==> config.mk <==
export PLATFORM = sky130hd
export DESIGN_NAME = fsn_sqrt
export DESIGN_NICKNAME = d
export VERILOG_FILES = /design/src/rtl/core/fsn_pkg.sv /design/src/rtl/core/fsn_sqrt.sv
export SDC_FILE = /design/constraint.sdc
export NUM_CORES = 1
export LEC_CHECK = 0
export BUFFER_PORTS_ARGS = -buffer_cell sky130_fd_sc_hd__buf_4
export CAP_MARGIN = 10
export CORE_MARGIN = 2
export CORE_UTILIZATION = 40
export CTS_CLUSTER_DIAMETER = 150
export DETAILED_ROUTE_END_ITERATION = 10
export PLACE_DENSITY = 0.68
export SLEW_MARGIN = 30
export SYNTH_ARGS = -nofsm -noshare
export SYNTH_HDL_FRONTEND = slang
export SYNTH_SLANG_ARGS = --single-unit
==> constraint.sdc <==
create_clock -name clk -period 8.42 [get_ports clk]
set_input_delay 1.684 -clock clk [delete_from_list [all_inputs] [get_ports clk]]
set_output_delay 1.684 -clock clk [all_outputs]
set_load 0.1 [all_outputs]
==> src/rtl/core/fsn_pkg.sv <==
// ----------------------------------------------------------------------------
// fsn_pkg
// Shared types, constants and helpers of the feature scaling normaliser.
// ----------------------------------------------------------------------------
package fsn_pkg;

    localparam int SAMPLE_W         = 16;
    localparam int RESULT_W         = 32;
    localparam int MODE_W           = 2;
    localparam int DEF_MAX_ELEMENTS = 64;
    // fixed-point shift of the squared ratio in the standard score path
    localparam int Z_SHIFT          = 34;
    localparam int WIDE_W           = 35;

    localparam logic [MODE_W-1:0] MODE_MINMAX = 2'd0;
    localparam logic [MODE_W-1:0] MODE_ZSCORE = 2'd1;
    localparam logic [MODE_W-1:0] MODE_ROBUST = 2'd2;

    typedef struct packed {
        logic signed [SAMPLE_W-1:0] sample_value;
        logic                       last_sample;
    } fsn_in_t;

    typedef struct packed {
        logic signed [RESULT_W-1:0] scaled_value;
        logic                       last_result;
        logic                       truncated;
    } fsn_out_t;

    typedef struct packed {
        logic ins;
        logic drain;
    } fsn_cell_ctrl_t;

    function automatic logic signed [RESULT_W-1:0] sat32(input logic signed [WIDE_W-1:0] v);
        logic signed [WIDE_W-1:0] hi;
        logic signed [WIDE_W-1:0] lo;
        hi = WIDE_W'(32'sh7FFF_FFFF);
        lo = -WIDE_W'(33'sh0_8000_0000);
        if (v > hi)
        begin
            return 32'sh7FFF_FFFF;
        end
        else if (v < lo)
        begin
            return 32'sh8000_0000;
        end
        else
        begin
            return v[RESULT_W-1:0];
        end
    endfunction

endpackage

==> src/rtl/core/fsn_sqrt.sv <==
// ----------------------------------------------------------------------------
// fsn_sqrt
// Integer square root (floor), one result bit per cycle.
// ----------------------------------------------------------------------------
module fsn_sqrt import fsn_pkg::*;
#(
    parameter int IW = 41
)
(
    input  logic                  clk,
    input  logic                  rst_n,
    input  logic                  start,
    input  logic [IW-1:0]         value,
    output logic                  done,
    output logic [(IW+1)/2-1:0]   root
);

    localparam int RW = (IW + 1) / 2;

    logic [IW-1:0]   val_reg;
    logic [RW-1:0]   s_reg;
    logic [RW-1:0]   mask_reg;
    logic            run_reg;
    logic            done_reg;
    logic [RW-1:0]   cand;
    logic [2*RW-1:0] cand_sq;

    always_comb
    begin
        cand    = s_reg | mask_reg;
        cand_sq = (2*RW)'(cand) * (2*RW)'(cand);
    end

    always_ff @(posedge clk or negedge rst_n)
    begin
        if (!rst_n)
        begin
            run_reg  <= 1'b0;
            done_reg <= 1'b0;
        end
        else
        begin
            done_reg <= 1'b0;
            if (start)
            begin
                run_reg <= 1'b1;
            end
            else if (run_reg && mask_reg[0])
            begin
                run_reg  <= 1'b0;
                done_reg <= 1'b1;
            end
        end
    end

    always_ff @(posedge clk)
    begin
        if (start)
        begin
            val_reg  <= value;
            s_reg    <= '0;
            mask_reg <= {1'b1, {(RW-1){1'b0}}};
        end
        else if (run_reg)
        begin
            if (cand_sq <= (2*RW)'(val_reg))
            begin
                s_reg <= cand;
            end
            mask_reg <= mask_reg >> 1;
        end
    end

    assign done = done_reg;
    assign root = s_reg;

endmodule

## After elaboration in Yosys (flattened, before gate mapping)

Cells that the tools add are included.

- Register bits: 85
- Bits of input ports: 44
- Logic and storage cells: 15

- Multipliers: 1
- Magnitude comparators: 1
- Mux-type cells: 4
- Bitwise operators: 1
- Reductions and logical operators: 3

Operators with widths:

| kind | number |
|---|---|
| <= comparator 42 x 41 -> 1 bit | 1 |
| multiplier 21 x 21 -> 42 bit | 1 |
| bitwise OR 21 bit | 1 |
| two-way mux 1 bit | 4 |
| AND reduction 2 bit | 1 |
| nonzero test 2 bit | 1 |
| logical AND 1 bit | 1 |

## Depth between registers and ports, before layout

- Depth in word-level cells: 4
- Mapped depth: 38
- Gate-level depth less buffers: 36

## Least setup slack after synthesis

OpenSTA, ideal clock, no wires.

- Path kind: reg-to-reg
- From: register s_reg[14] (netlist: root[14])
- To: register s_reg[10] (netlist: root[10])
- Data arrival time: 9.151 ns
- Data required time: 8.357 ns
- Path slack: -0.793 ns
- Stages on the path, launching flop included: 38
- Buffers on the path: 3
- Period minus slack after synthesis: 9.213 ns
- Cells stage by stage: dfxtp_1 > or2_2 > clkbuf_1 > inv_1 > clkbuf_1 > nor2_1 > inv_1 > fa_1 > inv_1 > fa_1 > inv_1 > fa_1 > inv_1 > fa_1 > fa_1 > fa_1 > inv_1 > fa_1 > [2 not listed] > and3_1 > and2_1 > a221o_1 > a211oi_2 > o211ai_1 > a21oi_1 > o31ai_1 > xor2_1 > ha_1 > nand2_1 > or3_1 > nor3_1 > a31oi_1 > o211ai_1 > nand3b_1 > mux2i_1 > buf_6 > a22o_1

- Cells in the longest elaborated chain, start to end: 4

RTL lines:

| element | RTL line | RTL |
|---|---|---|
| from (decl) | fsn_sqrt.sv:21 | `logic [RW-1:0] s_reg;` |
| from (signal assigned) | fsn_sqrt.sv:68 | `s_reg <= cand;` |
| bitwise OR 21 bit | fsn_sqrt.sv:30 | `cand = s_reg \| mask_reg;` |
| multiplier 21 x 21 -> 42 bit | fsn_sqrt.sv:31 | `cand_sq = (2*RW)'(cand) * (2*RW)'(cand);` |
| <= comparator 42 x 41 -> 1 bit | fsn_sqrt.sv:66 | `if (cand_sq <= (2*RW)'(val_reg))` |
| AND reduction 2 bit (no source line) | - |  |

No other way between the ends.
A chain may end at the register's enable or synchronous reset.

## Final worst setup path

- From: register mask_reg[12]
- To: register s_reg[1] (netlist: root[1])

- Cells in the longest elaborated chain, start to end: 4

RTL lines:

| element | RTL line | RTL |
|---|---|---|
| from (decl) | fsn_sqrt.sv:22 | `logic [RW-1:0] mask_reg;` |
| from (signal assigned) | fsn_sqrt.sv:62 | `mask_reg <= {1'b1, {(RW-1){1'b0}}};` |
| from (signal assigned) | fsn_sqrt.sv:70 | `mask_reg <= mask_reg >> 1;` |
| bitwise OR 21 bit | fsn_sqrt.sv:30 |  |
| multiplier 21 x 21 -> 42 bit | fsn_sqrt.sv:31 |  |
| <= comparator 42 x 41 -> 1 bit | fsn_sqrt.sv:66 |  |
| AND reduction 2 bit (no source line) | - |  |

No other way between the ends.

==> impl_metrics.toml <==
[power]
power.internal_uw = 795
power_frac_seq_pct = 40.1
p_per_area_mw_per_mm2 = 57.4
p_sw_uw = 349
power_frac_clock_pct = 36.9
peakVddDrop_v = 0.0000874
power.total_mw = 1.14
pwr-share-comb_pct = 23.0
leakage_nw = 11.1
swShare_pct = 30.5

[yosys]
synth-edff-count = 41
synthXorXnorAreaFrac_pct = 2.40
netlist_area_mm2 = 0.0160
synth-seq-cells = 85
syn_avg_cell_area_um2 = 9.36
ys_seq_area_share_pct = 13.2
synth_flop_cell = "dfxtp_1"
synth.distinct_cells = 69
synth_top_family_by_area = "adder cells"
ys_async_sr_fraction_pct = 2.35
yosys.area_share.simple_pct = 9.86
synth.area.mux_share_pct = 1.38
netlist_instances = 1715
synth_compound_area_share_pct = 7.80
ys_warn_count = 0
synth_fp_nets = 2256
synth_fa_ha_area_share_pct = 53.3

[min_path]
min_path_type = "flop to flop"
min_path_cells = 1

[worst_setup_path]
worstSetupEndpointType = "flop"
cp.arrival_ns = 8.83
crit_path_start_kind = "flop"
r2r_setup_slack_ns = -0.12
reg2reg_depth = 36
timing.rr.end = "root[1]"
crit_fanout = 5
worst-setup-path-type = "flop to flop"
crit_path_max_incr_delay_ns = 0.56
required_ns = 8.71
worstReg2RegStart = "mask_reg[12]"
slowest_stage = "fa_1"
endpoint = "root[1]"
crit_path_frequent_cell = "fa_1"
crit_path_start = "mask_reg[12]"

[layout]
nNetsFinal = 2531
final_common_cell = "inv_1"
layout_common_cells = "inv_1, fa_1, buf_4, ha_1, nor2_1"
fillers = 3638
final_area_mm2 = 0.0200
multi_input_area_mm2 = 0.0125
largest_register_ffs = 41
antenna_cells = 0
layout-drive-gt1-share_pct = 25.0
syn_to_final_growth_pct = 24.3
seqCellArea_mm2 = 0.00219

[sta]
finalCriticalPeriod_ns = 8.54
setup_viol = 20
hold_viol_final = 0
fin_setup_tns_ns = -2.09
fmax_mhz = 117
rsz0062_at_grt = "true"
finClkSkew_ns = 0.0110
slew-limit-headroom_pct = 42.9
fin_ws_ns = -0.116
fin_crit_sh_pct = 101
tightestPinTransition_ns = 0.856
drv_slew = 0

[grt]
gr-max-usage-layer = "met2"
grt_usage_pct = 22.3
grt_max_degree = 65
antenna_found_initial = 0
grt_use_met2_pct = 39.0
grt_pass1_wl_um = 71700
grtUsageMet3_pct = 4.10
grt_pass1_vias = 13900
grt-ovfl-total = 0
met1_usage_pct = 27.2

[drt]
routedWlPerCell_um = 17.6
drt_iter0_markers = 802
first_pass_iters = 6
vias_per_cell = 5.00
wl_um = 44300
num_vias = 12600
ant_nets = 0
drc = 0

[run_status]
violations = "setup timing"
status = "complete, but fails checks"

[cts]
cts_buffers = 9
hold_buffers = 0
htreeDepth = 3
clockBufferDepth = 2
clk_pin_slew_ns = 0.07
clockRootBuffer = "clkbuf_16"
cts.sinks = 85
cts_tree = "done"
insertion_delay_ns = 0.36

[floorplan]
io_pins = 66
die_h_um = 204
die_w_um = 204
rows = 73
core_area_mm2 = 0.0396
dieArea_mm2 = 0.0417
start_util_pct = 40.5

[job]
maxCapViolCount = 0

[place]
port_buffers = 65
placed_area_mm2 = 0.0186
dp_slack_ns = -0.287
gp_congestion = 0.933
dp_hpwl_um = 36900
## metal layers
metal | up-vias | share of wire [%]
met1 | 6308 | 39
li1 | 5785 | -
met4 | 0 | 4.3
met3 | 111 | 6.3
met2 | 392 | 51
met5 | - | 0
## power by group through the flow
stage          Combinational [mW]  Sequential [mW]  Clock, mW
6_report                    0.264            0.458      0.422
3_5_place_dp                0.215            0.468          0
4_1_cts                     0.257            0.458      0.428
5_1_grt                     0.287            0.460      0.441
2_1_floorplan               0.114            0.481          0
3_3_place_gp                0.208            0.467          0
## logic make-up (layout without fill, tap and decap cells)
| family | Yosys count | after routing |
|---|---|---|
| mux | 22 | 22 |
| buf+inv | 512 | 792 |
| xor+xnor | 44 | 44 |
| compound gates | 178 | 178 |
| flops | 85 | 85 |
| simple gates | 377 | 377 |
| fa+ha+maj | 497 | 497 |
## cells in the mapped netlist (20+ instances only)
cell      count  share of area (%)
inv_1       460                 11
dfxtp_1      42                5.2
fa_1        310                 39
a22o_1       20                1.1
nand2_1     156                3.6
edfxtp_1     41                7.7
nor2_1      154                3.6
mux2i_1      21                1.3
xnor2_1      30                1.6
ha_1        187                 15
clkbuf_1     41               0.96
a21oi_1      52                1.6
## per-stage QoR
stage	std cells	hold slack, ns	util [%]
6_report	2520	0.502	50.3
3_3_place_gp	2456	0.470	46.9
2_1_floorplan	1715	0.458	-
3_5_place_dp	2456	0.486	46.9
5_1_grt	2520	0.515	50.3
4_1_cts	2498	0.498	49.3
## worst max-delay path, delay by kind of cell, from the launching register on
kind                     cells  cell delay [ns]
XOR/XNOR                     1             0.15
flip-flops                   1             0.31
adder cells (fa/ha/maj)      9             3.93
multiplexers                 1             0.24
buffers and inverters        9             1.10
AO/OA/AOI/OAI               10             1.55
AND/OR/NAND/NOR              6             1.17
## timing repair
item / CTS / global route
cloned: 3 / 0
endpoints found under the setup margin: 20 / 21
buffers inserted: 24 / 22
gates resized for setup: 100 / 76
pin swaps: 48 / 82
## worst min-delay path by stage
stage	endpoint	slack (ns)	from
final	root[17]	0.50	root[17]
after floorplan	run_reg	0.46	mask_reg[0]
after global routing	root[17]	0.52	root[17]
after detailed placement	root[18]	0.49	root[18]
after CTS	root[17]	0.50	root[17]
after global placement	root[18]	0.47	root[18]
## final cells by class
type | instances | share of cell area (%)
well taps | 525 | 3.29
inverters | 466 | 8.94
flip-flops and latches | 85 | 11.0
repair buffers | 310 | 12.7
clock buffers | 9 | 1.13
clock inverters | 7 | 0.370
multi-input cells | 1118 | 62.6
Power figures use the tool's default switching activity.
