## src/rtl/core/fsn_pkg.sv

```systemverilog
// ----------------------------------------------------------------------------
// fsn_pkg
// Shared types, constants and helpers of the feature scaling normaliser.
// ----------------------------------------------------------------------------
package fsn_pkg;

    localparam int SAMPLE_W         = 16;
    localparam int RESULT_W         = 32;
    localparam int MODE_W           = 2;
    localparam int DEF_MAX_ELEMENTS = 64;
    // fixed-point shift of the squared ratio in the standard score path
    localparam int Z_SHIFT          = 34;
    localparam int WIDE_W           = 35;

    localparam logic [MODE_W-1:0] MODE_MINMAX = 2'd0;
    localparam logic [MODE_W-1:0] MODE_ZSCORE = 2'd1;
    localparam logic [MODE_W-1:0] MODE_ROBUST = 2'd2;

    typedef struct packed {
        logic signed [SAMPLE_W-1:0] sample_value;
        logic                       last_sample;
    } fsn_in_t;

    typedef struct packed {
        logic signed [RESULT_W-1:0] scaled_value;
        logic                       last_result;
        logic                       truncated;
    } fsn_out_t;

    typedef struct packed {
        logic ins;
        logic drain;
    } fsn_cell_ctrl_t;

    function automatic logic signed [RESULT_W-1:0] sat32(input logic signed [WIDE_W-1:0] v);
        logic signed [WIDE_W-1:0] hi;
        logic signed [WIDE_W-1:0] lo;
        hi = WIDE_W'(32'sh7FFF_FFFF);
        lo = -WIDE_W'(33'sh0_8000_0000);
        if (v > hi)
        begin
            return 32'sh7FFF_FFFF;
        end
        else if (v < lo)
        begin
            return 32'sh8000_0000;
        end
        else
        begin
            return v[RESULT_W-1:0];
        end
    endfunction

endpackage

```

## src/rtl/core/fsn_div.sv

```systemverilog
// ----------------------------------------------------------------------------
// fsn_div
// Restoring unsigned divider, one quotient bit per cycle.
// ----------------------------------------------------------------------------
module fsn_div import fsn_pkg::*;
#(
    parameter int NW = 87,
    parameter int DW = 53
)
(
    input  logic          clk,
    input  logic          rst_n,
    input  logic          start,
    input  logic [NW-1:0] num,
    input  logic [DW-1:0] den,
    output logic          done,
    output logic [NW-1:0] quot
);

    localparam int CNTW = $clog2(NW);

    logic [DW-1:0]   rem_reg,  rem_next;
    logic [NW-1:0]   quo_reg,  quo_next;
    logic [DW-1:0]   den_reg;
    logic [CNTW-1:0] cnt_reg;
    logic            run_reg;
    logic            done_reg;
    logic [DW:0]     trial;
    logic            ge;

    always_comb
    begin
        trial    = {rem_reg, quo_reg[NW-1]};
        ge       = trial >= {1'b0, den_reg};
        rem_next = ge ? DW'(trial - {1'b0, den_reg}) : trial[DW-1:0];
        quo_next = {quo_reg[NW-2:0], ge};
    end

    always_ff @(posedge clk or negedge rst_n)
    begin
        if (!rst_n)
        begin
            run_reg  <= 1'b0;
            done_reg <= 1'b0;
            cnt_reg  <= '0;
        end
        else
        begin
            done_reg <= 1'b0;
            if (start)
            begin
                run_reg <= 1'b1;
                cnt_reg <= CNTW'(NW - 1);
            end
            else if (run_reg)
            begin
                cnt_reg <= cnt_reg - 1'b1;
                if (cnt_reg == '0)
                begin
                    run_reg  <= 1'b0;
                    done_reg <= 1'b1;
                end
            end
        end
    end

    always_ff @(posedge clk)
    begin
        if (start)
        begin
            rem_reg <= '0;
            quo_reg <= num;
            den_reg <= den;
        end
        else if (run_reg)
        begin
            rem_reg <= rem_next;
            quo_reg <= quo_next;
        end
    end

    assign done = done_reg;
    assign quot = quo_reg;

endmodule

```

## config.mk

```make
export PLATFORM = sky130hd
export DESIGN_NAME = fsn_div
export DESIGN_NICKNAME = d
export VERILOG_FILES = /design/src/rtl/core/fsn_pkg.sv /design/src/rtl/core/fsn_div.sv
export SDC_FILE = /design/constraint.sdc
export NUM_CORES = 1
export LEC_CHECK = 0
export ABC_AREA = 1
export BUFFER_PORTS_ARGS = -buffer_cell sky130_fd_sc_hd__buf_2
export CORE_MARGIN = 1
export CORE_UTILIZATION = 45
export CTS_CLUSTER_DIAMETER = 40
export DETAILED_ROUTE_END_ITERATION = 8
export PLACE_DENSITY = 0.66
export SLEW_MARGIN = 20
export SYNTH_ARGS = -nofsm -noshare
export SYNTH_HDL_FRONTEND = slang
export SYNTH_SLANG_ARGS = --single-unit
```

## constraint.sdc

```tcl
create_clock -name clk -period 4.6 [get_ports clk]
set_input_delay 0.69 -clock clk [delete_from_list [all_inputs] [get_ports clk]]
set_output_delay 0.69 -clock clk [all_outputs]
set_load 0.01 [all_outputs]
```

**Word level (Yosys, flattened, before mapping)**

Cells that the tools add are included.

- Add/subtract/negate cells: 2
- $lt $le $gt $ge: 1
- Multiplexer cells: 11
- Reductions and logical operators: 2

Operators by type and width:

| kind | count |
|---|---|
| 87-bit 2-to-1 mux | 2 |
| 54-bit by 53-bit greater-or-equal comparator with 1-bit output | 1 |
| 53-bit 2-to-1 mux | 1 |
| 53-bit subtractor | 1 |
| 7-bit 2-to-1 mux | 2 |
| 7-bit zero test | 1 |
| 7-bit by 1-bit subtractor with 7-bit output (second input constant) | 1 |
| 1-bit 2-to-1 mux | 6 |
| 2-bit nonzero test | 1 |

- Register bits after elaboration: 202
- Bits of input ports: 143
- Output and inout bits: 88
- Logic and storage cells: 22

**Logic depth before layout (Yosys ltp)**

- Depth after elaboration: 4
- Depth in mapped cells: 17
- Mapped depth without buffers: 17

**Least setup slack after synthesis**

OpenSTA, ideal clock, no wires.

- Kind: input to register
- Start point: input start
- End point: register quo_reg[0] (netlist: quot[0]) (enable)
- Library setup time: 485 ps
- Arrival time: 3,427 ps
- Data required time: 4,115 ps
- Setup slack: 687 ps
- Stages on the path: 3
- Path buffers: 1
- Cells stage by stage: nor2_1 -> clkinv_1 -> clkbuf_1

- Word-level cells in the longest chain between the ends: 1

RTL lines:

| element | line | source |
|---|---|---|
| start: declaration | fsn_div.sv:13 | `input logic start,` |
| 2-bit nonzero test (no line) | -- |  |
| end signal: assignment | fsn_div.sv:72 | `quo_reg <= num;` |
| end signal: assignment | fsn_div.sv:78 | `quo_reg <= quo_next;` |
| end: declaration | fsn_div.sv:23 | `logic [NW-1:0] quo_reg, quo_next;` |

No other way between the ends.
A chain may end at the register's enable or synchronous reset.

**Worst setup path after layout**

- Start point: register quo_reg[86] (netlist: quot[86])
- End point: register rem_reg[45]

- Word-level cells in the longest chain between the ends: 2
- Elaborated cells between the ends (all ways): 3
- Classes of those cells: add/sub (1); order compare (1); mux (1)

RTL lines:

| element | line | source |
|---|---|---|
| 53-bit subtractor / 54-bit by 53-bit greater-or-equal comparator with 1-bit output (equally long branches) | fsn_div.sv:35, fsn_div.sv:34 |  |
| 53-bit 2-to-1 mux * | fsn_div.sv:35 | `rem_next = ge ? DW'(trial - {1'b0, den_reg}) : trial[DW-1:0];` |
| end signal: assignment | fsn_div.sv:77 | `rem_reg <= rem_next;` |
| end: declaration | fsn_div.sv:22 | `logic [DW-1:0] rem_reg, rem_next;` |

Mark *: on every way between the ends. The rest lies on a longest branch, timed or not.

==> impl_metrics.py <==
metrics = {
    "yosys": {
        "synth.top_cells.by_count": "nand2_1 (840), inv_1 (399), edfxtp_1 (140), nand3_1 (123), nor2_1 (86)",
        "synth_seq_cells": 202,
        "synth-warning-count": 0,
        "synth_top_area_share": 0.3166,
        "synthCells": 1956,
        "synthArstFlopShare": 0.04455,
        "seq_area_frac_synth": 0.4134,
        "synth-main-ff-cell": "edfxtp_1",
        "synthTopCellsByArea": "edfxtp_1 (32%), nand2_1 (24%), inv_1 (11%), dfxtp_1 (8.0%), ha_1 (5.2%)",
        "yosysMostFrequentCell": "nand2_1",
        "synth_fp_nets": 2155,
        "yosys.area.top_type": "edfxtp_1",
        "synth-edff-count": 140,
        "avgSynthCellArea_sq_um": 6.789,
        "ys_types": 37,
        "syn-cell-area_sq_um": 13280,
    },
    "pwr": {
        "power_density_nw_per_um2": 507.7,
        "irDropWorstVdd_mv": 0.4744,
        "p_leak_nw": 8.830,
    },
    "drt": {
        "vias_per_cell": 4.853,
        "vias": 12580,
        "drtIter0Drc": 936,
        "final_antenna_net_count": 0,
        "drt_pre_antenna_iters": 5,
        "routed_wl_microns": 40550,
        "route.detailed.drc": 0,
        "wl_per_cell_microns": 15.64,
    },
    "hold_path": {
        "holdPathStages": 1,
        "hold_class": "input port to flip-flop",
    },
    "clock_network": {
        "postCtsHoldBufs": 1,
        "clk_pin_slew_ns": 0.06,
        "cts_max_level": 1,
        "clk_latency_ns": 0.57,
        "ctsResizeCount": 0,
        "cts_root_buf": "clkbuf_16",
        "clockBufferDepth": 3,
        "cts_buffers": 31,
        "post-cts-setup-buffers": 0,
        "cts.sinks": 202,
        "cts_tree": "built",
    },
    "layout": {
        "regArea_sq_um": 5490,
        "instances_no_fill": 2592,
        "area_growth_pct": 19.50,
        "nets": 2379,
        "multiInputGateArea_sq_um": 6050,
        "drive_gt1_frac": 0.1415,
        "fillCellCount": 2911,
        "largest_reg_flops": 87,
    },
    "timing": {
        "worstMarginPinSlew_ns": 0.8597,
        "slew_headroom": 0.4268,
        "rsz0062_at_grt": "no",
        "holdWs_ns": 0.2902,
        "layout_min_cycle_time_ns": 2.951,
        "setup_viol": 0,
        "setup_tns_ns": 0,
        "final-max-slew-violation-count": 0,
        "fmax_ghz": 0.3389,
        "final-hold-violation-count": 0,
        "final.setup.worst_slack_ns": 1.649,
        "clock_skew_ns": 0.02071,
        "fin_crit_sh": 0.6415,
    },
    "grt": {
        "grt-ovfl-total": 0,
        "grt.total_usage": 0.2681,
        "grt_max_degree": 68,
        "antenna_found_initial": 6,
        "grt_first_pass_wirelength_microns": 64250,
        "grt_pass1_vias": 12270,
    },
    "placement": {
        "gp_congestion": 0.9767,
        "place_ws_ns": 1.666,
        "dp_cells": 2530,
        "portBuffers": 230,
        "hpwlAfterDp_microns": 30700,
    },
    "worst_setup_path": {
        "critPathMaxStageDelay_ns": 0.56,
        "crit_path_end_kind": "flip-flop",
        "crit_slowest_cell": "nand3_4",
        "cp-start-kind": "flip-flop",
        "worst-setup-path-type": "flip-flop to flip-flop",
        "r2r_setup_slack_ns": 1.65,
        "ff2ff_path_depth": 13,
        "crit_path_frequent_cell": "nand3_1",
        "critPathRequiredTime_ns": 5.11,
        "critPathArrivalTime_ns": 3.46,
        "path_cells": "inv_1, ha_1, inv_1, fa_1, nand2_1, nand3_1, nand2_1, nand3_1, nand2_2, nand3_4, nand3_1, nand3_1, nand2_1",
        "worst-path-max-fanout": 54,
    },
    "status": {
        "status": "finished clean",
    },
    "floorplan": {
        "die_w_microns": 173.8,
        "coreArea_sq_um": 28860,
        "floorplan.initialDensity": 0.4602,
        "io_pins": 231,
        "fp-row-count": 62,
        "die_area_sq_um": 30200,
        "die_y_microns": 173.8,
    },
    "run": {
        "drv_cap": 0,
    },
}
[critical path: cells and delay by family, from the launching register on]
family / cells / cell delay [ns]
flops: 1 / 0.37
buf+inv: 2 / 0.18
simple gates: 9 / 1.71
fa+ha+maj: 2 / 0.62
[cells by family (layout without fill, tap and decap cells)]
kind of cell,after synthesis,in the layout,synth area share
buf+inv,456,705,0.1318
simple gates,1142,1142,0.3538
compound gates,73,73,0.02987
fa+ha+maj,56,56,0.05333
flops,202,202,0.4134
xor+xnor,27,27,0.01781
other cells,0,3,0
[report_power, final]
group          total [mW]  leakage, nW  internal [mW]  switching [mW]
combinational        3.23         6.30           1.10            2.13
sequential           2.41         2.01           2.24           0.171
clock                2.41        0.516           1.51           0.903
[area by class of cell]
| cell class | count | share of cell area |
|---|---|---|
| Antenna cell | 3 | 0.0004730 |
| Clock inverter | 20 | 0.01585 |
| Multi-Input combinational cell | 1298 | 0.3812 |
| Timing Repair Buffer | 242 | 0.07852 |
| Tap cell | 384 | 0.03027 |
| Inverter | 405 | 0.09595 |
| Clock buffer | 38 | 0.05180 |
| Sequential cell | 202 | 0.3459 |
[routing by layer]
metal,vias to the layer above,part of all wire,global-route usage
met1,5640,0.45,0.3590
met3,55,0.075,0.05789
met5,-,0.00025,0
met2,408,0.45,0.4365
li1,6474,-,-
met4,2,0.026,0.07346
[per-stage QoR]
stage | power (mW) | area [sq um] | utilization
final | 8.057 | 15870 | 0.5499
after global routing | 8.654 | 15870 | 0.5499
after CTS | 8.090 | 15860 | 0.5497
after detailed placement | 5.645 | 14780 | 0.5121
after global placement | 5.597 | 14780 | 0.5121
after floorplan | 4.765 | 13280 | -
[cell usage in the layout (no fill, tap or decap), types with 6 or more instances in the layout]
cell       instances
a21oi_1           30
buf_2            229
buf_4             12
clkbuf_16         31
clkinv_4           6
dfrtp_1            9
dfxtp_1           53
edfxtp_1         140
ha_1              55
inv_1            398
inv_2              6
nand2_1          840
nand3_1          123
nand4_1           62
nor2_1            84
nor2_2             6
nor3_1            12
o21ai_0           12
o21ai_1           22
xnor2_1           22
[final timing paths]
kind / from / endpoint
worst min-delay path: den[3] / den_reg[3]$_DFFE_PP_
worst max-delay path: quot[86]$_DFFE_PP_ / rem_reg[45]$_SDFFE_PP0P_
min in group asynchronous: rst_n / done$_DFF_PN0_
max in group asynchronous: rst_n / cnt_reg[1]$_DFFE_PN0P_
worst min register to register: rem_reg[42]$_SDFFE_PP0P_ / rem_reg[42]$_SDFFE_PP0P_
worst max register to register: quot[86]$_DFFE_PP_ / rem_reg[45]$_SDFFE_PP0P_
No activity file was read; power rests on OpenSTA's default activity.
