**src/rtl/core/fsn_pkg.sv**
```systemverilog
// ----------------------------------------------------------------------------
// fsn_pkg
// Shared types, constants and helpers of the feature scaling normaliser.
// ----------------------------------------------------------------------------
package fsn_pkg;

    localparam int SAMPLE_W         = 16;
    localparam int RESULT_W         = 32;
    localparam int MODE_W           = 2;
    localparam int DEF_MAX_ELEMENTS = 64;
    // fixed-point shift of the squared ratio in the standard score path
    localparam int Z_SHIFT          = 34;
    localparam int WIDE_W           = 35;

    localparam logic [MODE_W-1:0] MODE_MINMAX = 2'd0;
    localparam logic [MODE_W-1:0] MODE_ZSCORE = 2'd1;
    localparam logic [MODE_W-1:0] MODE_ROBUST = 2'd2;

    typedef struct packed {
        logic signed [SAMPLE_W-1:0] sample_value;
        logic                       last_sample;
    } fsn_in_t;

    typedef struct packed {
        logic signed [RESULT_W-1:0] scaled_value;
        logic                       last_result;
        logic                       truncated;
    } fsn_out_t;

    typedef struct packed {
        logic ins;
        logic drain;
    } fsn_cell_ctrl_t;

    function automatic logic signed [RESULT_W-1:0] sat32(input logic signed [WIDE_W-1:0] v);
        logic signed [WIDE_W-1:0] hi;
        logic signed [WIDE_W-1:0] lo;
        hi = WIDE_W'(32'sh7FFF_FFFF);
        lo = -WIDE_W'(33'sh0_8000_0000);
        if (v > hi)
        begin
            return 32'sh7FFF_FFFF;
        end
        else if (v < lo)
        begin
            return 32'sh8000_0000;
        end
        else
        begin
            return v[RESULT_W-1:0];
        end
    endfunction

endpackage

```
**src/rtl/core/fsn_cell.sv**
```systemverilog
// ----------------------------------------------------------------------------
// fsn_cell
// One slot of the sorted row: insertion by neighbour compare, drain to left.
// ----------------------------------------------------------------------------
module fsn_cell import fsn_pkg::*;
(
    input  logic                       clk,
    input  fsn_cell_ctrl_t             ctrl,
    input  logic                       valid,
    input  logic signed [SAMPLE_W-1:0] x,
    input  logic                       left_gt,
    input  logic signed [SAMPLE_W-1:0] left_val,
    input  logic signed [SAMPLE_W-1:0] right_val,
    output logic signed [SAMPLE_W-1:0] val,
    output logic                       gt
);

    logic signed [SAMPLE_W-1:0] val_reg;

    assign gt  = valid && (val_reg > x);
    assign val = val_reg;

    always_ff @(posedge clk)
    begin
        if (ctrl.ins)
        begin
            // larger entries move one place right, the new one lands at the boundary
            if (left_gt)
            begin
                val_reg <= left_val;
            end
            else if (gt || !valid)
            begin
                val_reg <= x;
            end
        end
        else if (ctrl.drain)
        begin
            val_reg <= right_val;
        end
    end

endmodule

```
**config.mk**
```make
export PLATFORM = sky130hd
export DESIGN_NAME = fsn_cell
export DESIGN_NICKNAME = d
export VERILOG_FILES = /design/src/rtl/core/fsn_pkg.sv /design/src/rtl/core/fsn_cell.sv
export SDC_FILE = /design/constraint.sdc
export NUM_CORES = 1
export LEC_CHECK = 0
export BUFFER_PORTS_ARGS = -buffer_cell sky130_fd_sc_hd__buf_2
export CORE_UTILIZATION = 35
export DETAILED_ROUTE_END_ITERATION = 10
export GPL_ROUTABILITY_DRIVEN = 0
export PLACE_DENSITY = 0.62
export SETUP_SLACK_MARGIN = 0.5
export SYNTH_ARGS = -nofsm -noshare
export SYNTH_HDL_FRONTEND = slang
export SYNTH_SLANG_ARGS = --single-unit
```
**constraint.sdc**
```tcl
create_clock -name clk -period 2.59 [get_ports clk]
set_input_delay 0.259 -clock clk [delete_from_list [all_inputs] [get_ports clk]]
set_output_delay 0.259 -clock clk [all_outputs]
set_load 0.02 [all_outputs]
```
# After elaboration in Yosys (flattened, before gate mapping)
# Cells that the tools add are included.
[op_classes]
eq_ne = 1
order_cmp = 1
reduce_logical = 5
muxes = 4
[op_table]
columns = ["op", "count"]
rows = [
  ["$mux W16", 4],
  ["$gt A16 B16 Y1", 1],
  ["$ne A3 B1 Y1 const B", 1],
  ["$reduce_and A2 Y1", 1],
  ["$reduce_bool A2 Y1", 1],
  ["$logic_and A1 B1 Y1", 1],
  ["$logic_not A1 Y1", 1],
  ["$logic_or A1 B1 Y1", 1],
]
[totals]
out_inout_bits = 17
regBits = 16
word_cells = 12

# Depth between registers and ports, before layout
# Gate-level depths: netlist of the first run.
[depth]
ltp_word = 6
depth_mapped = 7
mapped_depth_nobuf = 7

# Worst setup path after synthesis of the first run
# No wires, ideal clock.
[synth_timing]
path_type = "register to register"
from = "reg val_reg[15] (netlist: val[15])"
to = "reg val_reg[0] (netlist: val[0]), enable pin"
path_slack_ns = 0.300
stages_incl_launch_ff = 7
n_path_buf = 0
period_less_slack_ns = 2.290
t_arrival_ns = 1.957
cell_sequence = "edfxtp_1 ha_1 nand4_1 o311ai_1 a21oi_1 a222oi_1 o32a_2"
[synth_via]
elab_chain_len = 5
[synth_rtl]
columns = ["element", "line", "rtl"]
rows = [
  ["from (decl)", "fsn_cell.sv:18", "logic signed [SAMPLE_W-1:0] val_reg;"],
  ["from (signal assigned)", "fsn_cell.sv:30", "val_reg <= left_val;"],
  ["from (signal assigned)", "fsn_cell.sv:39", "val_reg <= right_val;"],
  ["$gt A16 B16 Y1", "fsn_cell.sv:20", "assign gt = valid && (val_reg > x);"],
  ["$logic_and A1 B1 Y1", "fsn_cell.sv:20", ""],
  ["$logic_or A1 B1 Y1", "fsn_cell.sv:32", "else if (gt || !valid)"],
  ["$ne A3 B1 Y1 (no line)", "n/a", ""],
  ["$reduce_and A2 Y1 (no line)", "n/a", ""],
]
# No other way between the ends.
# A chain may end at the register's enable or synchronous reset.

# Worst setup path after layout of the first run
[layout_timing]
from = "reg val_reg[14] (netlist: val[14])"
to = "out gt"
[layout_via]
elab_chain_len = 2
[layout_rtl]
columns = ["element", "line", "rtl"]
rows = [
  ["$gt A16 B16 Y1", "fsn_cell.sv:20", ""],
  ["$logic_and A1 B1 Y1", "fsn_cell.sv:20", ""],
  ["to (decl)", "fsn_cell.sv:15", "output logic gt"],
]
# No other way between the ends.

==> flow_summary.yaml, run 1 <==
clock_network:
  insertion_delay_ns: 0.29
  cts_sinks: 16
  cts_max_level: 1
  cts_hold_buf: 0
  clock_path_buffers: 2
  cts_root_buffer: "clkbuf_4"
  cts_buffers: 3
  clk_pin_slew_worst_paths_ns: 0.10
  cts_tree: "done"
grt:
  grt-ovfl-total: 0
  grt_pass1_wl_um: 4580
  antenna_found_initial: 0
  grt_max_degree: 36
  grt_pass1_vias: 1091
  grt_usage: 0.166
final_layout:
  final_nets: 278
  drive_gt1_frac: 0.418
  num_antenna_cells: 0
  syn_to_final_growth_pct: 43.9
  fin_cells: 254
  final_core_util: 0.526
  largest_reg_flops: 16
synthesis:
  synth.distinct_cells: 19
  yosysWarnings: 0
  syn_area_per_cell_um2: 9.32
  synthCells: 132
  syn_area_um2: 1230
  yosysTopAreaCell: "edfxtp_1"
  yosysTopAreaCellShare: 0.391
  synth_area_leaders: "edfxtp_1 (39%), ha_1 (16%), mux2i_1 (13%)"
  synthesis.nets: 201
  yosysSeqAreaShare: 0.391
  ys_seq_elements: 16
worst_setup_path:
  cp.depth: 7
  cp.arrival_ns: 2.19
  max_stage_delay_ns: 0.40
  r2r_end: "val[10]"
  r2r_cells: 9
  cp-end-kind: "primary output"
  startpoint_type: "flip-flop"
  crit_chain: "ha_1 > nand4_1 > o311ai_1 > a21oi_1 > a222oi_1 > and2_2 > buf_2"
  cp_num_buf_inv: 1
  crit_family: "compound AO/OA/AOI/OAI gates"
  timing.rr.start: "val[14]"
  path_class: "reg2out"
  rrSetupSlack_ns: 0.20
  cp.required_ns: 2.33
  crit_slowest_cell: "edfxtp_1"
  crit_fanout: 2
power_and_ir_drop:
  peakVddDrop_v: 0.000377
  leakage_nw: 0.905
  p_per_area_nw_per_um2: 427
sta:
  fin_tns_setup_ns: 0
  slew_headroom: 0.598
  skew_ns: 0.00109
  finalSetupViolCount: 0
  min_period_over_period: 0.944
  worst_pin_slew_ns: 0.603
  period_minus_slack_ns: 2.44
  drv_slew: 0
  rsz0062_at_grt: "true"
  max_freq_ghz: 0.409
  hold_viol: 0
run:
  maxCapViolations: 0
floorplan:
  num_rows: 21
  start_util: 0.366
  dieArea_um2: 3760
  die_height_um: 61.3
  die_width_um: 61.3
  core_um2: 3360
  pin_count: 70
placement:
  hpwlAfterDp_um: 2290
  io_buffers: 69
  dp.cells: 241
routing:
  drt_wl_total_um: 2980
  routed-via-count: 1207
  drt_iter0_markers: 8
  drtAntennaViolNets: 0
  wl_per_cell_um: 11.7
  viasPerCell: 4.75
  drtPass1Iterations: 4
  drc: 0
status:
  status: "completed"
min_path:
  worstHoldPathCells: 3
  holdPathEnd: "val[6]"
  hold_path_class: "in2reg"
  hp-start: "right_val[6]"
[timing repair]
action                                  4_1_cts  5_1_grt
pin swaps                                     2        2
buffers inserted                              4        4
cloned                                        1        0
gates resized for setup                       3        3
hold endpoints to repair                      0        0
endpoints found under the setup margin       17       17
[cell usage in the layout (no fill, tap or decap), drive strengths merged]
cell,instances
clkbuf,3
nand4,2
o31ai,1
nand2,6
inv,18
a222oi,1
o32a,2
nand2b,1
o311ai,1
o21ai,2
ha,16
nor3,2
a21oi,23
edfxtp,16
and2,1
buf,77
mux2i,16
clkinv,1
nor2,18
a211oi,1
[logic make-up (layout without fill, tap and decap cells)]
logic type | count (synthesis) | count (layout) | share of synthesized area
adder cells (fa/ha/maj) | 16 | 16 | 0.163
flip-flops | 16 | 16 | 0.391
buffers and inverters | 24 | 99 | 0.0753
multiplexers | 16 | 16 | 0.130
AND/OR/NAND/NOR | 30 | 30 | 0.103
AO/OA/AOI/OAI | 30 | 31 | 0.138
[synth_stat cells]
library cell   n
a21oi_1       23
buf_2          2
o21ai_0        2
clkbuf_1       4
mux2i_1       16
nand2b_1       1
inv_1         18
nor3_1         2
nor2_1        18
edfxtp_1      16
nand4_1        2
and2_2         1
o32a_2         1
nand2_1        6
o311ai_1       1
a222oi_1       1
o31ai_1        1
ha_1          16
a211oi_1       1
[where the power goes]
part           switching (mW)  internal, mW
clock network          0.0832        0.0560
registers              0.0138         0.318
logic                   0.151         0.134
[per-layer routing]
| layer | wire [um] | global-route usage |
|---|---|---|
| met5 | 0 | 0 |
| met4 | 10 | 0.0195 |
| met3 | 206 | 0.0567 |
| met2 | 1490 | 0.284 |
| met1 | 1270 | 0.209 |
[layout make-up]
cell class,count,area [um^2]
timing repair buffer,77,413
fill,356,1590
multi-input combinational,93,726
clock buffer,3,22.5
inverter,18,67.6
clock inverter,1,3.75
tap,46,57.6
sequential,16,480
[worst max path at each step]
stage / slack (ns) / from / endpoint
after global placement: 0.29 / val[5] / val[5]
after floorplan: 0.36 / val[7] / val[0]
after detailed placement: 0.25 / val[7] / val[4]
final: 0.15 / val[14] / gt
after global routing: 0.01 / val[7] / gt
after CTS: 0.15 / val[15] / gt
[through the flow]
| step | hold WS [ns] | setup WS [ns] | instance area [um^2] | power (mW) |
|---|---|---|---|---|
| after floorplan | 0.485 | 0.363 | 1260 | 0.490 |
| after global placement | 0.579 | 0.289 | 1640 | 0.581 |
| after detailed placement | 0.584 | 0.248 | 1640 | 0.585 |
| after CTS | 0.277 | 0.150 | 1730 | 0.748 |
| after global routing | 0.291 | 0.0121 | 1770 | 0.807 |
| final | 0.284 | 0.146 | 1770 | 0.756 |
[worst reg2reg max path: stages (launching register included)]
cell	delay (ns)
edfxtp_1	0.40
ha_1	0.31
nand4_1	0.14
o311ai_1	0.28
a21oi_1	0.08
a222oi_1	0.34
buf_4	0.18
buf_6	0.08
buf_6	0.09
o32a_4	0.22
Note: power is estimated with default switching activity, not from simulation.
==> run 2: changes to the inputs <==
==> constraint.sdc (replaced) <==
create_clock -name clk -period 2.59 [get_ports clk]
set_input_delay 0.259 -clock clk [delete_from_list [all_inputs] [get_ports clk]]
set_output_delay 0.259 -clock clk [all_outputs]
set_load 0.01 [all_outputs]
==> flow_summary.yaml, run 2 (synthesis results as in run 1) <==
final_layout:
  num_antenna_cells: 0
  final_nets: 274
  syn_to_final_growth_pct: 42.1
  largest_reg_flops: 16
  postLayoutCellArea_um2: 1750
  layout_commonest_cell: "buf_2"
  drive_gt1_frac: 0.412
  most-common-layout-cells: "buf_2 (69), a21oi_1 (23), inv_1 (18), nor2_1 (18)"
  fin_cells: 250
  nFillCells: 357
sta:
  worst_pin_slew_ns: 0.573
  max_freq_ghz: 0.412
  min_period_over_period: 0.937
  finalSetupViolCount: 0
  setup_slack_ns: 0.164
  fin_tns_setup_ns: 0
  drv_slew: 0
  rsz0062_at_grt: "true"
  hold_viol: 0
  period_minus_slack_ns: 2.43
  slew_headroom: 0.618
  skew_ns: 0.00279
routing:
  drtAntennaViolNets: 0
  drt_iter0_markers: 22
  wl_per_cell_um: 11.7
  drt_wl_total_um: 2920
  drtPass1Iterations: 4
  routed-via-count: 1204
  drc: 0
  viasPerCell: 4.82
power_and_ir_drop:
  pwr-share-comb: 0.351
  p_sw_mw: 0.228
  p_int_mw: 0.501
  p_per_area_nw_per_um2: 417
  p_seq_frac: 0.455
  leakage_nw: 0.887
  pwr-share-clk: 0.194
  peakVddDrop_v: 0.000327
  switching_share: 0.313
worst_setup_path:
  rrSetupSlack_ns: 0.20
  cp.required_ns: 2.33
  path_class: "reg2out"
  cp.arrival_ns: 2.17
  crit_fanout: 2
  startpoint_type: "flip-flop"
  cp-end-kind: "primary output"
floorplan:
  pin_count: 70
  start_util: 0.366
  num_rows: 21
  die_height_um: 61.3
  dieArea_um2: 3760
  die_width_um: 61.3
  core_um2: 3360
clock_network:
  insertion_delay_ns: 0.30
  clock_path_buffers: 2
  cts_tree: "done"
  cts_root_buffer: "clkbuf_4"
  cts_sinks: 16
  cts_max_level: 1
  cts_buffers: 3
  clk_pin_slew_worst_paths_ns: 0.10
grt:
  grt_usage: 0.172
  grt_pass1_wl_um: 4790
  antenna_found_initial: 0
  grt_pass1_vias: 1162
  grt_max_degree: 36
  grt-ovfl-total: 0
min_path:
  hold_path_class: "in2reg"
placement:
  postPlaceCellArea_um2: 1640
  dp.cells: 241
  hpwlAfterDp_um: 2280
  place_ws_ns: 0.222
  io_buffers: 69
run:
  maxCapViolations: 0
status:
  status: "completed"
run 2: cell count changes in the layout (fill, tap and decap cells not counted), sizes merged:
cell	delta
buf	-4
run 2: path summary, 6_finish.rpt:
| path | cells after the start | start | to |
|---|---|---|---|
| worst max-delay path | 7 | val[15] | gt |
| worst min-delay path | 3 | right_val[2] | val[2] |
| worst max register to register | 9 | val[15] | val[11] |
| worst min register to register | 6 | val[15] | val[10] |
run 2: per-stage QoR:
stage	hold WS [ns]	power (mW)	utilization
2_1_floorplan	0.485	0.469	-
3_3_place_gp	0.578	0.558	0.487
3_5_place_dp	0.587	0.564	0.487
4_1_cts	0.278	0.727	0.514
5_1_grt	0.291	0.782	0.520
6_report	0.276	0.730	0.520
run 2: what timing repair did:
action	4_1_cts	5_1_grt
hold buffers	0	0
cloned	1	0
setup buffers	3	1
resized for setup	5	2
endpoints found under the hold margin	0	0
pin swaps	4	2
setup endpoints to repair	17	17
run 2: per-layer routing:
layer | global-route usage | up-vias | share of wire
met1 | 0.202 | 542 | 0.42
met3 | 0.0399 | 5 | 0.069
met2 | 0.303 | 37 | 0.50
met4 | 0.0682 | 0 | 0.016
li1 | - | 620 | -
met5 | 0 | - | 0
run 2: cell type report:
| type | instances | area [um^2] | area share |
|---|---|---|---|
| clock buffers | 3 | 22.5 | 0.0129 |
| repair buffers | 73 | 383 | 0.219 |
| well taps | 46 | 57.6 | 0.0329 |
| multi-input cells | 93 | 733 | 0.419 |
| flip-flops and latches | 16 | 480 | 0.275 |
| clock inverters | 1 | 3.75 | 0.00215 |
| inverters | 18 | 67.6 | 0.0387 |
run 2: power groups by stage:
stage / registers [mW] / clock network, mW / logic, mW
after detailed placement: 0.338 / 0 / 0.226
after global placement: 0.337 / 0 / 0.221
after CTS: 0.332 / 0.145 / 0.249
final: 0.332 / 0.142 / 0.256
after global routing: 0.335 / 0.154 / 0.292
after floorplan: 0.350 / 0 / 0.119
run 2: critical path: stages, from the launching register on:
cell and delay (ns):
edfxtp_1 0.43, ha_4 0.29, nand4_1 0.14, o311ai_2 0.24, a21oi_1 0.07, a222oi_1 0.37
and2_2 0.21, buf_2 0.12
